### config.mk
export PLATFORM = sky130hd
export DESIGN_NAME = stmm_ctrl
export DESIGN_NICKNAME = d
export VERILOG_FILES = /design/src/design/stmm_pkg.sv /design/src/design/stmm_combine.sv /design/src/design/stmm_ctrl.sv
export SDC_FILE = /design/constraint.sdc
export NUM_CORES = 1
export LEC_CHECK = 0
export BUFFER_PORTS_ARGS = -buffer_cell sky130_fd_sc_hd__buf_4
export CORE_ASPECT_RATIO = 0.9
export CORE_MARGIN = 5
export CORE_UTILIZATION = 25
export CTS_BUF_LIST = sky130_fd_sc_hd__clkbuf_16
export CTS_CLUSTER_SIZE = 30
export DETAILED_ROUTE_END_ITERATION = 7
export GPL_TIMING_DRIVEN = 1
export PLACE_DENSITY = 0.47
export SLEW_MARGIN = 10
export SYNTH_ARGS = -nofsm -noshare
export SYNTH_HDL_FRONTEND = slang
export SYNTH_SLANG_ARGS = --single-unit
### constraint.sdc
create_clock -name clk -period 4.96 [get_ports clk]
set_clock_uncertainty 0.2 [all_clocks]
set_input_delay 0.248 -clock clk [delete_from_list [all_inputs] [get_ports clk]]
set_output_delay 0.248 -clock clk [all_outputs]
set_load 0.02 [all_outputs]
### src/design/stmm_pkg.sv
// stmm_pkg: shared types and constants for the segment tree min/max block
// field widths, function and register codes, sequencer states, bus structs
// no dependencies
`default_nettype none

package stmm_pkg;

    localparam int DATA_W    = 32;
    localparam int IDX_W     = 10;
    localparam int CNT_W     = 11;
    localparam int CFG_IDX_W = 2;
    localparam int CFG_W     = 32;

    localparam logic [CNT_W-1:0] COUNT_RESET = 11'd1024;

    // item function codes
    localparam logic FUNC_WRITE = 1'b0;
    localparam logic FUNC_QUERY = 1'b1;

    // combine mode codes
    localparam logic MODE_MAX = 1'b0;
    localparam logic MODE_MIN = 1'b1;

    // configuration register indexes
    localparam logic [CFG_IDX_W-1:0] CFG_MODE  = 2'd0;
    localparam logic [CFG_IDX_W-1:0] CFG_COUNT = 2'd1;
    localparam logic [CFG_IDX_W-1:0] CFG_EMPTY = 2'd2;

    typedef enum logic [3:0] {
        S_CLEAR,
        S_IDLE,
        S_WDESC,
        S_WUP_A,
        S_WUP_B,
        S_WUP_C,
        S_QVISIT,
        S_QDRAIN,
        S_QFIN
    } state_t;

    typedef struct packed {
        logic wr_en;
        logic rd_en;
    } ram_ctl_t;

    typedef struct packed {
        logic clearing;
        logic busy;
    } stat_t;

endpackage

`default_nettype wire

### src/design/stmm_combine.sv
// stmm_combine: shared signed max/min compare unit
// depends on stmm_pkg
`default_nettype none

module stmm_combine (
    input  wire logic                                mode,
    input  wire logic signed [stmm_pkg::DATA_W-1:0]  a,
    input  wire logic signed [stmm_pkg::DATA_W-1:0]  b,
    output logic signed [stmm_pkg::DATA_W-1:0]       y
);

    logic a_less;

    assign a_less = (a < b);

    always_comb
    begin
        if (mode == stmm_pkg::MODE_MIN)
        begin
            y = a_less ? a : b;
        end
        else
        begin
            y = (a > b) ? a : b;
        end
    end

endmodule

`default_nettype wire

### src/design/stmm_ctrl.sv
// stmm_ctrl: sequencer for tree writes and range queries with a node stack
// depends on stmm_pkg, stmm_combine
`default_nettype none

module stmm_ctrl #(
    parameter int MAX_ENTRIES = 1024,
    parameter int AW          = 11,
    parameter int CMPW        = 10
) (
    input  wire logic                                clk,
    input  wire logic                                rst_n,
    input  wire logic                                in_valid,
    output logic                                     in_ready,
    input  wire logic                                func,
    input  wire logic [stmm_pkg::IDX_W-1:0]          first_index,
    input  wire logic [stmm_pkg::IDX_W-1:0]          last_index,
    input  wire logic signed [stmm_pkg::DATA_W-1:0]  new_value,
    input  wire logic                                mode,
    input  wire logic signed [stmm_pkg::DATA_W-1:0]  empty_value,
    input  wire logic [CMPW-1:0]                     n_last,
    output logic                                     res_valid,
    output logic signed [stmm_pkg::DATA_W-1:0]       res_data,
    input  wire logic                                res_ready,
    output stmm_pkg::stat_t                          stat,
    output stmm_pkg::ram_ctl_t                       ram_ctl,
    output logic [AW-1:0]                            ram_waddr,
    output logic signed [stmm_pkg::DATA_W-1:0]       ram_wdata,
    output logic [AW-1:0]                            ram_raddr,
    input  wire logic signed [stmm_pkg::DATA_W-1:0]  ram_rdata
);

    localparam int TN     = 2 * MAX_ENTRIES;
    localparam int NW     = AW + 1;
    localparam int SD     = $clog2(MAX_ENTRIES);
    localparam int SAW    = (SD > 1) ? $clog2(SD) : 1;
    localparam int SDEPTH = 2 ** SAW;
    localparam int SPW    = SAW + 1;

    stmm_pkg::state_t state_reg, state_next;

    logic [AW-1:0]   clr_reg, clr_next;
    logic [CMPW-1:0] lo_reg, lo_next;
    logic [CMPW-1:0] hi_reg, hi_next;
    logic [NW-1:0]   node_reg, node_next;
    logic [CMPW-1:0] a_reg, a_next;
    logic [CMPW-1:0] b_reg, b_next;
    logic signed [stmm_pkg::DATA_W-1:0] val_reg, val_next;
    logic signed [stmm_pkg::DATA_W-1:0] tmp_reg, tmp_next;
    logic signed [stmm_pkg::DATA_W-1:0] acc_reg, acc_next;
    logic            accv_reg, accv_next;
    logic            hit_reg, hit_next;
    logic            pend_reg, pend_next;
    logic [SPW-1:0]  sp_reg, sp_next;

    // stack of right children still to visit
    logic [CMPW-1:0] stk_lo_reg   [SDEPTH];
    logic [CMPW-1:0] stk_hi_reg   [SDEPTH];
    logic [NW-1:0]   stk_node_reg [SDEPTH];

    logic            push;
    logic [CMPW:0]   sum;
    logic [CMPW-1:0] mid;
    logic [CMPW-1:0] mid_up;
    logic [NW-1:0]   lchild;
    logic [NW-1:0]   rchild;
    logic [NW-1:0]   parent;
    logic            node_in;
    logic            disjoint;
    logic            covered;
    logic [SPW-1:0]  sp_dec;
    logic [SAW-1:0]  top;
    logic signed [stmm_pkg::DATA_W-1:0] comb_a;
    logic signed [stmm_pkg::DATA_W-1:0] comb_b;
    logic signed [stmm_pkg::DATA_W-1:0] comb_y;

    assign sum      = {1'b0, lo_reg} + {1'b0, hi_reg};
    assign mid      = sum[CMPW:1];
    assign mid_up   = mid + CMPW'(1);
    assign lchild   = {node_reg[NW-2:0], 1'b0};
    assign rchild   = {node_reg[NW-2:0], 1'b1};
    assign parent   = {1'b0, node_reg[NW-1:1]};
    assign node_in  = (node_reg < NW'(TN));
    assign disjoint = (hi_reg < a_reg) || (b_reg < lo_reg);
    assign covered  = (a_reg <= lo_reg) && (hi_reg <= b_reg);
    assign sp_dec   = sp_reg - SPW'(1);
    assign top      = sp_dec[SAW-1:0];

    // one compare unit shared by recombine, accumulate and final merge
    assign comb_a = (state_reg == stmm_pkg::S_WUP_C) ? tmp_reg : acc_reg;
    assign comb_b = (state_reg == stmm_pkg::S_QFIN) ? empty_value : ram_rdata;

    stmm_combine u_combine (
        .mode (mode),
        .a    (comb_a),
        .b    (comb_b),
        .y    (comb_y)
    );

    always_comb
    begin
        if (!accv_reg)
        begin
            res_data = empty_value;
        end
        else if (hit_reg)
        begin
            res_data = comb_y;
        end
        else
        begin
            res_data = acc_reg;
        end
    end

    assign stat.clearing = (state_reg == stmm_pkg::S_CLEAR);
    assign stat.busy     = (state_reg != stmm_pkg::S_IDLE);

    always_comb
    begin
        state_next = state_reg;
        clr_next   = clr_reg;
        lo_next    = lo_reg;
        hi_next    = hi_reg;
        node_next  = node_reg;
        a_next     = a_reg;
        b_next     = b_reg;
        val_next   = val_reg;
        tmp_next   = tmp_reg;
        acc_next   = acc_reg;
        accv_next  = accv_reg;
        hit_next   = hit_reg;
        pend_next  = 1'b0;
        sp_next    = sp_reg;
        push       = 1'b0;
        ram_ctl    = '0;
        ram_waddr  = '0;
        ram_wdata  = '0;
        ram_raddr  = '0;
        in_ready   = 1'b0;
        res_valid  = 1'b0;

        // fold in the node read issued last cycle
        if (pend_reg)
        begin
            acc_next  = accv_reg ? comb_y : ram_rdata;
            accv_next = 1'b1;
        end

        case (state_reg)
            stmm_pkg::S_CLEAR:
            begin
                ram_ctl.wr_en = 1'b1;
                ram_waddr     = clr_reg;
                ram_wdata     = '0;
                if (clr_reg == AW'(TN - 1))
                begin
                    state_next = stmm_pkg::S_IDLE;
                end
                else
                begin
                    clr_next = clr_reg + AW'(1);
                end
            end

            stmm_pkg::S_IDLE:
            begin
                in_ready = 1'b1;
                if (in_valid)
                begin
                    a_next    = CMPW'(first_index);
                    b_next    = CMPW'(last_index);
                    val_next  = new_value;
                    lo_next   = '0;
                    hi_next   = n_last;
                    node_next = NW'(1);
                    sp_next   = '0;
                    accv_next = 1'b0;
                    hit_next  = 1'b0;
                    if (func == stmm_pkg::FUNC_QUERY)
                    begin
                        state_next = stmm_pkg::S_QVISIT;
                    end
                    else if (CMPW'(first_index) <= n_last)
                    begin
                        state_next = stmm_pkg::S_WDESC;
                    end
                end
            end

            stmm_pkg::S_WDESC:
            begin
                if (!node_in)
                begin
                    state_next = stmm_pkg::S_WUP_A;
                end
                else if (lo_reg >= hi_reg)
                begin
                    ram_ctl.wr_en = 1'b1;
                    ram_waddr     = node_reg[AW-1:0];
                    ram_wdata     = val_reg;
                    state_next    = stmm_pkg::S_WUP_A;
                end
                else if (a_reg <= mid)
                begin
                    hi_next   = mid;
                    node_next = lchild;
                end
                else
                begin
                    lo_next   = mid_up;
                    node_next = rchild;
                end
            end

            stmm_pkg::S_WUP_A:
            begin
                if (parent == '0)
                begin
                    state_next = stmm_pkg::S_IDLE;
                end
                else
                begin
                    node_next = parent;
                    // only parents whose both children sit in the store recombine
                    if (parent < NW'(MAX_ENTRIES))
                    begin
                        ram_ctl.rd_en = 1'b1;
                        ram_raddr     = {parent[AW-2:0], 1'b0};
                        state_next    = stmm_pkg::S_WUP_B;
                    end
                end
            end

            stmm_pkg::S_WUP_B:
            begin
                ram_ctl.rd_en = 1'b1;
                ram_raddr     = {node_reg[AW-2:0], 1'b1};
                tmp_next      = ram_rdata;
                state_next    = stmm_pkg::S_WUP_C;
            end

            stmm_pkg::S_WUP_C:
            begin
                ram_ctl.wr_en = 1'b1;
                ram_waddr     = node_reg[AW-1:0];
                ram_wdata     = comb_y;
                state_next    = stmm_pkg::S_WUP_A;
            end

            stmm_pkg::S_QVISIT:
            begin
                if (disjoint || !node_in || covered)
                begin
                    if (disjoint || !node_in)
                    begin
                        hit_next = 1'b1;
                    end
                    else
                    begin
                        ram_ctl.rd_en = 1'b1;
                        ram_raddr     = node_reg[AW-1:0];
                        pend_next     = 1'b1;
                    end
                    if (sp_reg == '0)
                    begin
                        state_next = stmm_pkg::S_QDRAIN;
                    end
                    else
                    begin
                        lo_next   = stk_lo_reg[top];
                        hi_next   = stk_hi_reg[top];
                        node_next = stk_node_reg[top];
                        sp_next   = sp_dec;
                    end
                end
                else
                begin
                    push      = 1'b1;
                    sp_next   = sp_reg + SPW'(1);
                    hi_next   = mid;
                    node_next = lchild;
                end
            end

            stmm_pkg::S_QDRAIN:
            begin
                state_next = stmm_pkg::S_QFIN;
            end

            stmm_pkg::S_QFIN:
            begin
                res_valid = 1'b1;
                if (res_ready)
                begin
                    state_next = stmm_pkg::S_IDLE;
                end
            end

            default:
            begin
                state_next = stmm_pkg::S_IDLE;
            end
        endcase
    end

    always_ff @(posedge clk or negedge rst_n)
    begin
        if (!rst_n)
        begin
            state_reg <= stmm_pkg::S_CLEAR;
            clr_reg   <= '0;
            sp_reg    <= '0;
            pend_reg  <= 1'b0;
            accv_reg  <= 1'b0;
            hit_reg   <= 1'b0;
        end
        else
        begin
            state_reg <= state_next;
            clr_reg   <= clr_next;
            sp_reg    <= sp_next;
            pend_reg  <= pend_next;
            accv_reg  <= accv_next;
            hit_reg   <= hit_next;
        end
    end

    always_ff @(posedge clk)
    begin
        lo_reg   <= lo_next;
        hi_reg   <= hi_next;
        node_reg <= node_next;
        a_reg    <= a_next;
        b_reg    <= b_next;
        val_reg  <= val_next;
        tmp_reg  <= tmp_next;
        acc_reg  <= acc_next;
        if (push)
        begin
            stk_lo_reg[sp_reg[SAW-1:0]]   <= mid_up;
            stk_hi_reg[sp_reg[SAW-1:0]]   <= hi_reg;
            stk_node_reg[sp_reg[SAW-1:0]] <= rchild;
        end
    end

endmodule

`default_nettype wire
==> impl_metrics.py <==
metrics = {
    "final_layout": {
        "design_area_mm2": 0.0415,
        "drive_above_1_share": 0.354,
        "largest_reg_flops": 176,
        "area_growth_pct": 32.2,
        "finalNetCount": 2663,
    },
    "yosys": {
        "synth_top_cells_by_count": "644 x edfxtp_1, 144 x mux4_2, 116 x ha_1",
        "ys_seq_area_frac": 0.634,
        "syn_inst": 1920,
        "async_flop_share": 0.0345,
        "ys_warn_count": 0,
        "synth_ff_type": "edfxtp_1",
        "syn_nets": 2169,
        "yosysUniqueCellTypes": 72,
        "yosysMostFrequentCell": "edfxtp_1",
        "syn_avg_cell_area_um2": 16.3,
        "ys_ff_latch": 667,
        "synth_top_area_cell": "edfxtp_1",
        "yosys.area.top_type_share": 0.616,
        "synth_area_leaders": "edfxtp_1 62%, mux4_2 10%, ha_1 4.6%, mux2_2 2.6%, dfrtp_1 1.8%",
        "synth_edf_count": 644,
        "syn-cell-area_mm2": 0.0314,
    },
    "worst_setup_path": {
        "crit_top_cell": "buf_6",
        "cp.arrival_ns": 5.04,
        "cpPeakStageDelay_ns": 0.45,
        "critPathLaunchType": "flip-flop",
        "slowest_stage": "a222oi_1",
        "required_ns": 4.51,
        "critical-path-top-delay-family": "compound AO/OA/AOI/OAI gates",
        "critPathMaxFanout": 18,
        "worst-path-buf-inv": 6,
        "path_cells": "nor4b_4 -> buf_6 -> buf_12 -> buf_16 -> mux2i_4 -> ha_4 -> nand4_1 -> nor3_1 -> a221oi_2 -> nand3b_1 -> o21ai_0 -> o41ai_4 -> buf_6 -> a222oi_1 -> buf_4 -> a221o_1 -> buf_6",
        "worst_setup_path_end_kind": "primary output",
        "critical_path_class": "reg2out",
    },
    "placement": {
        "place_area_mm2": 0.0363,
        "hpwl_mm": 60.3,
        "gp_congestion": 0.830,
        "numPortBuffers": 223,
    },
    "clock_network": {
        "clkSlewWorstSetupHoldPaths_ns": 0.05,
        "htree_levels": 3,
        "clock-sinks": 667,
        "root_buffer": "clkbuf_16",
        "numCtsBuffers": 79,
        "clock_latency_ns": 0.64,
        "cts_buffer_depth": 3,
        "cts_tree": "done",
    },
    "global_routing": {
        "global_route.usage.met1": 0.185,
        "grtUsageTotal": 0.138,
        "grt_util_met3": 0.0244,
        "grt-busiest-layer": "met2",
        "grt_pass1_wl_mm": 140,
        "grt_pass1_vias": 21100,
        "antenna_found_initial": 1,
        "grt_max_degree": 56,
        "grtUsageMet2": 0.236,
        "overflow": 0,
    },
    "run_status": {
        "status": "finished with violations",
        "failed_checks": "negative setup slack",
    },
    "drt": {
        "postRouteAntennaNets": 0,
        "drt-pass1-iter-count": 6,
        "drc": 0,
        "drt-total-wl_mm": 95.8,
        "vias_per_cell": 4.85,
        "wl_per_cell_um": 23.0,
        "drtIter0Drc": 1700,
        "dr_total_vias": 20200,
    },
    "pwr": {
        "max-vdd-ir-drop_uv": 602,
        "leakage_uw": 0.0145,
        "powerDensity_mw_per_mm2": 601,
    },
    "floorplanning": {
        "dieArea_mm2": 0.133,
        "die_h_um": 346,
        "die_x_um": 384,
        "coreArea_mm2": 0.125,
        "fp-row-count": 123,
        "boundaryPins": 224,
        "start_util": 0.252,
    },
    "run": {
        "max_cap_viol_count": 0,
    },
    "sta": {
        "max_freq_mhz": 182,
        "hold_viol_final": 0,
        "rsz0062_at_grt": "true",
        "period_share": 1.11,
        "layout_setup_ws_ns": -0.530,
        "max_slew_margin": 0.241,
        "tightest_slew_ns": 1.13,
        "final_period_minus_worst_setup_slack_ns": 5.49,
        "setup_viol": 64,
        "report.final.slew_viol_count": 0,
        "hold_ws_ns": 0.136,
    },
    "hold_path": {
        "worstHoldPathType": "in2reg",
    },
}
[stage by stage]
| step | instances | total power, uW | setup TNS [ns] | util | setup WS [ns] |
|---|---|---|---|---|---|
| after floorplan | 1920 | 14700 | 0 | - | 0.268 |
| after global placement | 3861 | 18600 | -0.989 | 0.291 | -0.170 |
| after detailed placement | 3861 | 18900 | -8.91 | 0.291 | -0.303 |
| after CTS | 4145 | 25000 | -25.15 | 0.328 | -0.518 |
| after global routing | 4166 | 26200 | -40.98 | 0.332 | -0.784 |
| final | 4167 | 24900 | -27.11 | 0.332 | -0.530 |
[layout make-up]
class | count | area, um^2
clock buffer | 80 | 2000
fill | 12000 | 83300
inverter | 101 | 379
tap | 1687 | 2110
multi-input combinational | 1047 | 11700
clock inverter | 65 | 488
sequential | 667 | 19900
timing repair buffer | 518 | 4920
antenna | 2 | 5.00
[where the power goes]
group | leakage, uW | internal, uW | switching, uW
sequential | 0.00613 | 7880 | 648
clock | 0.00131 | 3250 | 2330
combinational | 0.00704 | 4600 | 6230
total | 0.0145 | 15700 | 9210
[cells by family (layout without fill, tap and decap cells)]
logic type | Yosys count | count (layout) | synth area share
multiplexers | 290 | 290 | 0.154
other | 0 | 2 | 0
AND/OR/NAND/NOR | 269 | 269 | 0.0468
adder cells (fa/ha/maj) | 117 | 117 | 0.0469
buffers and inverters | 206 | 764 | 0.0255
AO/OA/AOI/OAI | 348 | 348 | 0.0862
flip-flops | 667 | 667 | 0.634
XOR/XNOR | 23 | 23 | 0.00642
[cells in the final DEF, fill, tap and decap left out, types with 9 or more instances in the layout]
cell type,synthesis,layout
a22o_1,55,55
nor3b_1,32,32
inv_1,99,123
mux2i_1,48,19
xnor2_1,19,17
nand3_1,20,20
nand2_1,57,56
mux4_2,144,144
a211oi_1,19,16
nor2_1,50,38
a221o_1,45,45
nand2b_1,11,9
dfrtp_1,23,19
buf_12,0,28
a21oi_1,45,41
mux2i_4,0,23
o21ai_0,49,47
nor2b_1,21,21
edfxtp_1,644,644
a21o_1,19,19
a2111oi_0,13,13
o211ai_1,13,13
clkinv_1,1,16
dlygate4sd3_1,0,99
mux2_4,0,36
nor3_1,18,14
nand4_1,13,13
ha_1,116,98
buf_4,0,309
clkbuf_16,0,80
buf_6,3,74
ha_4,0,17
nor2_4,0,12
clkinv_2,0,11
a222oi_1,31,31
mux2_2,72,59
[routing by layer]
layer / wire length, um / vias up
met1: 41900 / 10500
met2: 46700 / 659
met3: 5440 / 118
met5: 0 / -
li1: - / 8882
met4: 1720 / 0
[worst paths after layout]
check,startpoint,end,slack (ns),depth (start not counted)
hold reg to reg,clr_reg[6]$_DFFE_PN0P_,clr_reg[6]$_DFFE_PN0P_,0.30,1
hold / removal,new_value[11],val_reg[11]$_DFFE_PP_,0.14,2
min in group asynchronous,rst_n,sp_reg[3]$_DFFE_PN0P_,0.48,4
setup / recovery,state_reg[1]$_DFFE_PN0P_,res_data[17],-0.53,17
setup reg to reg,state_reg[1]$_DFFE_PN0P_,acc_reg[1]$_DFFE_PP_,0.32,18
max in group asynchronous,rst_n,clr_reg[6]$_DFFE_PN0P_,3.88,4
[timing repair]
action	in CTS	in global routing
buffers inserted	33	20
hold endpoints to repair	154	0
hold buffers	100	0
setup endpoints to repair	66	65
resized for setup	136	82
pin swaps	48	38
cloned	6	0
Note: power is estimated with default switching activity, not from simulation.
